### config.mk
export PLATFORM = sky130hd
export DESIGN_NAME = rrgt_gap_calc
export DESIGN_NICKNAME = d
export VERILOG_FILES = /design/src/rtl/rrgt_pkg.sv /design/src/rtl/rrgt_gap_calc.sv
export SDC_FILE = /design/constraint.sdc
export NUM_CORES = 1
export LEC_CHECK = 0
export BUFFER_PORTS_ARGS = -buffer_cell sky130_fd_sc_hd__buf_2
export CAP_MARGIN = 40
export CORE_ASPECT_RATIO = 0.6
export CORE_MARGIN = 2
export CORE_UTILIZATION = 45
export DETAILED_ROUTE_END_ITERATION = 6
export GPL_TIMING_DRIVEN = 0
export PLACE_DENSITY = 0.7
export SLEW_MARGIN = 15
export SYNTH_ARGS = -nofsm -noshare
export SYNTH_HDL_FRONTEND = slang
export SYNTH_SLANG_ARGS = --single-unit
export TNS_END_PERCENT = 10
### constraint.sdc
create_clock -name vclk -period 45.1
set_clock_uncertainty 0.05 [all_clocks]
set_input_delay 13.53 -clock vclk [all_inputs]
set_output_delay 13.53 -clock vclk [all_outputs]
set_load 0.02 [all_outputs]
### src/rtl/rrgt_pkg.sv
// Package for the receive gap tracker: widths, codes, verdicts, FSM states.
// No dependencies.
`default_nettype none
package rrgt_pkg;
   localparam int SENDER_SLOTS_DEF = 16;
   localparam int WISH_DEPTH_DEF   = 128;
   localparam int HEADER_BYTES_DEF = 32;

   localparam logic [7:0] VER_FIRST  = 8'h54;   // 'T'
   localparam logic [7:0] VER_SECOND = 8'h34;   // '4'

   localparam int        MAX_WISH_W     = 7;
   localparam int        CSR_DATA_W     = 32;
   localparam logic [6:0] MAX_WISH_RESET = 7'd100;
   localparam logic [6:0] GAPS_SAT       = 7'd127;

   // register indexes
   localparam logic CSR_MAX_WISH = 1'b0;
   localparam logic CSR_OWN_ID   = 1'b1;

   typedef enum logic [2:0] {
      VERDICT_BAD_VERSION = 3'd0,
      VERDICT_TOO_SHORT   = 3'd1,
      VERDICT_LOOPBACK    = 3'd2,
      VERDICT_NOT_REQ     = 3'd3,
      VERDICT_REDEL_REQ   = 3'd4,
      VERDICT_DELIVER     = 3'd5
   } verdict_type;

   typedef enum logic [3:0] {
      ST_IDLE,
      ST_CHECK,
      ST_REM_RD,
      ST_REM_CMP,
      ST_SND_RD,
      ST_SND_CMP,
      ST_SND_DONE,
      ST_GAP_CALC,
      ST_GAP_SPLIT,
      ST_MOVE_RD,
      ST_MOVE_WR,
      ST_APPEND,
      ST_FINISH
   } state_type;
endpackage
`default_nettype wire

### src/rtl/rrgt_gap_calc.sv
// Closed-form gap batch sizing: ids to handle (a) and final list length (f).
// Depends on rrgt_pkg.
`default_nettype none
module rrgt_gap_calc
   import rrgt_pkg::*;
#(
   parameter int WISH_DEPTH = WISH_DEPTH_DEF,
   localparam int LEN_W = $clog2(WISH_DEPTH + 1)
) (
   input  wire logic [31:0]           first_id,
   input  wire logic [31:0]           upto_id,
   input  wire logic [LEN_W-1:0]      len,
   input  wire logic [MAX_WISH_W-1:0] max_wish,
   output logic      [31:0]           batch,
   output logic      [LEN_W-1:0]      final_len
);
   localparam logic [32:0] DEPTH_X = 33'(WISH_DEPTH);
   logic [31:0] g;
   logic [32:0] l0x, mx, ax, sum, fx;
   logic        over;

   always_comb begin
      g    = upto_id - first_id;
      l0x  = {{(33-LEN_W){1'b0}}, len};
      mx   = {{(33-MAX_WISH_W){1'b0}}, max_wish};
      over = l0x > mx;
      if (!over && len == '0 && {1'b0, g} > mx) begin
         batch = {{(32-MAX_WISH_W){1'b0}}, max_wish};
      end else begin
         batch = g;
      end
      ax  = {1'b0, batch};
      sum = l0x + ax;
      if (over) begin
         fx = l0x;
      end else if (sum < mx + 33'd1) begin
         fx = sum;
      end else begin
         fx = mx + 33'd1;
      end
      if (fx > DEPTH_X) begin
         fx = DEPTH_X;
      end
      final_len = fx[LEN_W-1:0];
   end
endmodule
`default_nettype wire

==> parameters.txt <==
Parameter                              Value

Layout
  Diodes inserted    0
  Share of final-layout standard cells stronger than drive strength 1    0.203
  Number of flip-flops and latches    0
  Area of combinational cells with multiple inputs    4070 um2
  Number of filler cells placed in the layout    about 990
  Register Area    0 um2
  Total of clock buffers placed in the layout    0
  Final nets    934
  Layout overhead on the synthesized area    17.2%
  Utilization after layout    0.536

STA
  Max Clk Rate    27.9 MHz
  Unrepaired setup endpoints after global routing    no
  TNS Setup    0 ns
  Worst slew margin    0.357
  Final hold slack    roughly 27 ns
  Final critical delay including setup and external delays    approximately 36 ns
  Final Hold Fails    0
  Setup-failing EPs final    0
  Crit share post-route    0.796
  Pin slew with the least headroom to its limit    around 0.96 ns
  Number of max-slew violations in the final report    0

Critical path
  Critical path data required time    31.52 ns
  Type of the setup path with the least slack    in2out
  Slowest cell on the critical path    sky130_fd_sc_hd__nor3_1
  Worst endpoint data arrival time    22.30 ns
  Delay of the slowest critical-path stage    0.70 ns
  Startpoint type of the worst setup path    primary input
  Type of destination of the critical path    output port
  Library cell appearing most often on the critical path    sky130_fd_sc_hd__buf_2
  Worst-path fanout max    10

Floorplan
  Std-Cell Rows    28
  Die extent in y    80.9 um
  Horiz. Die Dim    132 um
  Boundary Pins    between 100 and 150
  Area of the core region    approximately 9700 um2
  DIE AREA    10,700 um2
  Starting density of the core    0.457

Min path
  Worst min-delay path class    in2out

Drt
  Number of vias per cell    6.06
  Total wire length after detailed routing    16.0 mm
  Drt drc    0
  Initial DRT Pass Iterations    5
  Wirelength per Cell    17.3 um
  Via count    5,600
  Count of antenna-violating nets left after detailed routing    0
  DRC violation total after the first TritonRoute iteration    between 400 and 500

Yosys
  Most area-hungry cell type in the Yosys netlist    sky130_fd_sc_hd__ha_1
  Adder and majority gate portion of the synthesized area    0.184
  Portion of the post-synthesis area used by sequential elements    0
  Main area contributors after synthesis    sky130_fd_sc_hd__ha_1, sky130_fd_sc_hd__a21oi_1, sky130_fd_sc_hd__nor2_1, sky130_fd_sc_hd__inv_1, sky130_fd_sc_hd__nand2_1
  Count of synthesis-stage warnings from yosys    0
  Main combinational cell family by area after synthesis    compound AO/OA/AOI/OAI gates
  Post-synthesis average cell area    about 6.6 um2
  Compound-cell area share of the yosys netlist    0.349
  Synth top area share    0.175
  Multiplexer share of the synthesized area    0.0141
  Mapped Nets    813
  XOR/XNOR Fraction of Synth Area    0.0672
  Netlist area before placement    between 4000 and 5000 um2
  Synth unique cells    79
  Cell count after synthesis    670
  Most instantiated cells after synthesis    sky130_fd_sc_hd__nor2_1, sky130_fd_sc_hd__ha_1, sky130_fd_sc_hd__inv_1, sky130_fd_sc_hd__nand2_1, sky130_fd_sc_hd__a21oi_1
  Most instantiated library cell after synthesis    sky130_fd_sc_hd__nor2_1
  Simple-gate portion of the synthesized area    0.304

Clock tree
  Number of instances resized during post-cts repair    0
  Post-CTS setup buffers    0
  CTS Hold Buffers Added    0

Power and ir drop
  Cell leakage power    2.45 nW
  Power density normalized to cell area    20.9 nW/um2
  IR drop worst, VDD    9.35 uV

Place
  Final Wtd Congestion    0.940
  Buffers added on ports    119
  Half-perimeter wire length of the detailed placement result    around 14 mm

Global routing
  Residual overflow from global routing    0
  Global-route wire length before repair    25.2 mm
  Pin count of the biggest net entering global routing    11
  Global router's overall resource usage    0.286
  Vias in the first global route    4,875
  Antenna violations before repair    0

Outcome
  Result of the run    complete, no violations

Job
  Count of maximum capacitance violations    0
-- stage by stage --
stage | cell area [um2] | cells | setup WS (ns) | total power, mW
6_report | 5200 | 924 | 9.22 | 0.109
4_1_cts | 5200 | 924 | 9.44 | 0.107
3_3_place_gp | 5200 | 924 | 9.53 | 0.104
3_5_place_dp | 5200 | 924 | 9.49 | 0.107
5_1_grt | 5200 | 924 | 8.52 | 0.119
2_1_floorplan | 4430 | 670 | 10.61 | 0.0762
-- per-layer routing --
metal  vias up  track usage  wire, um  part of all wire
met4         0       0.0228        91            0.0057
met3        10       0.0674      1800              0.11
li1       2761            -         -                 -
met1      2538        0.457      8240              0.52
met2       291        0.386      5830              0.37
met5         -            0         0                 0
-- final timing paths --
check / startpoint / endpoint / slack (ns) / depth (start not counted)
setup / recovery: first_id[21] / final_len[2] / 9.22 / 33
hold / removal: len[4] / final_len[4] / 27.43 / 4
-- logic make-up (layout without fill, tap and decap cells) --
logic type                 Yosys count  count (layout)
muxes                                6               6
buffers and inverters               90             209
xor gates and xnor gates            34              34
AOI/OAI and AO/OA                  217             217
and+or+nand+nor                    259             259
adders and majority gates           64              64
-- report_power, final --
part	internal (mW)	switching (mW)	leakage [nW]
registers	0	0	0
clock network	0	0	0
logic	0.0398	0.0690	2.45
-- area by class of cell --
| cell class | count | area share |
|---|---|---|
| Tap cell | 135 | 0.0325 |
| Timing Repair Buffer | 119 | 0.115 |
| Inverter | 62 | 0.0448 |
| Buffer | 28 | 0.0246 |
| Multi-Input combinational cell | 580 | 0.784 |
-- critical path: cells and delay by family --
family,cells,cell delay [ns]
buffers and inverters,7,1.15
adders and majority gates,3,0.91
xor gates and xnor gates,1,0.16
and+or+nand+nor,12,3.66
AOI/OAI and AO/OA,10,2.88
-- layout by cell type (no fill, tap or decap), types with 18 or more instances in the layout --
cell type / synthesis / routed
sky130_fd_sc_hd__o21ai_0: 30 / 30
sky130_fd_sc_hd__inv_1: 62 / 62
sky130_fd_sc_hd__a21oi_1: 52 / 52
sky130_fd_sc_hd__a21o_1: 18 / 18
sky130_fd_sc_hd__xnor2_1: 24 / 24
sky130_fd_sc_hd__nand4_1: 18 / 18
sky130_fd_sc_hd__nor3_1: 18 / 18
sky130_fd_sc_hd__nand3_1: 19 / 19
sky130_fd_sc_hd__buf_2: 15 / 134
sky130_fd_sc_hd__ha_1: 62 / 62
sky130_fd_sc_hd__nand2_1: 62 / 62
sky130_fd_sc_hd__nor2_1: 66 / 66
Note: power is estimated with default switching activity, not from simulation.
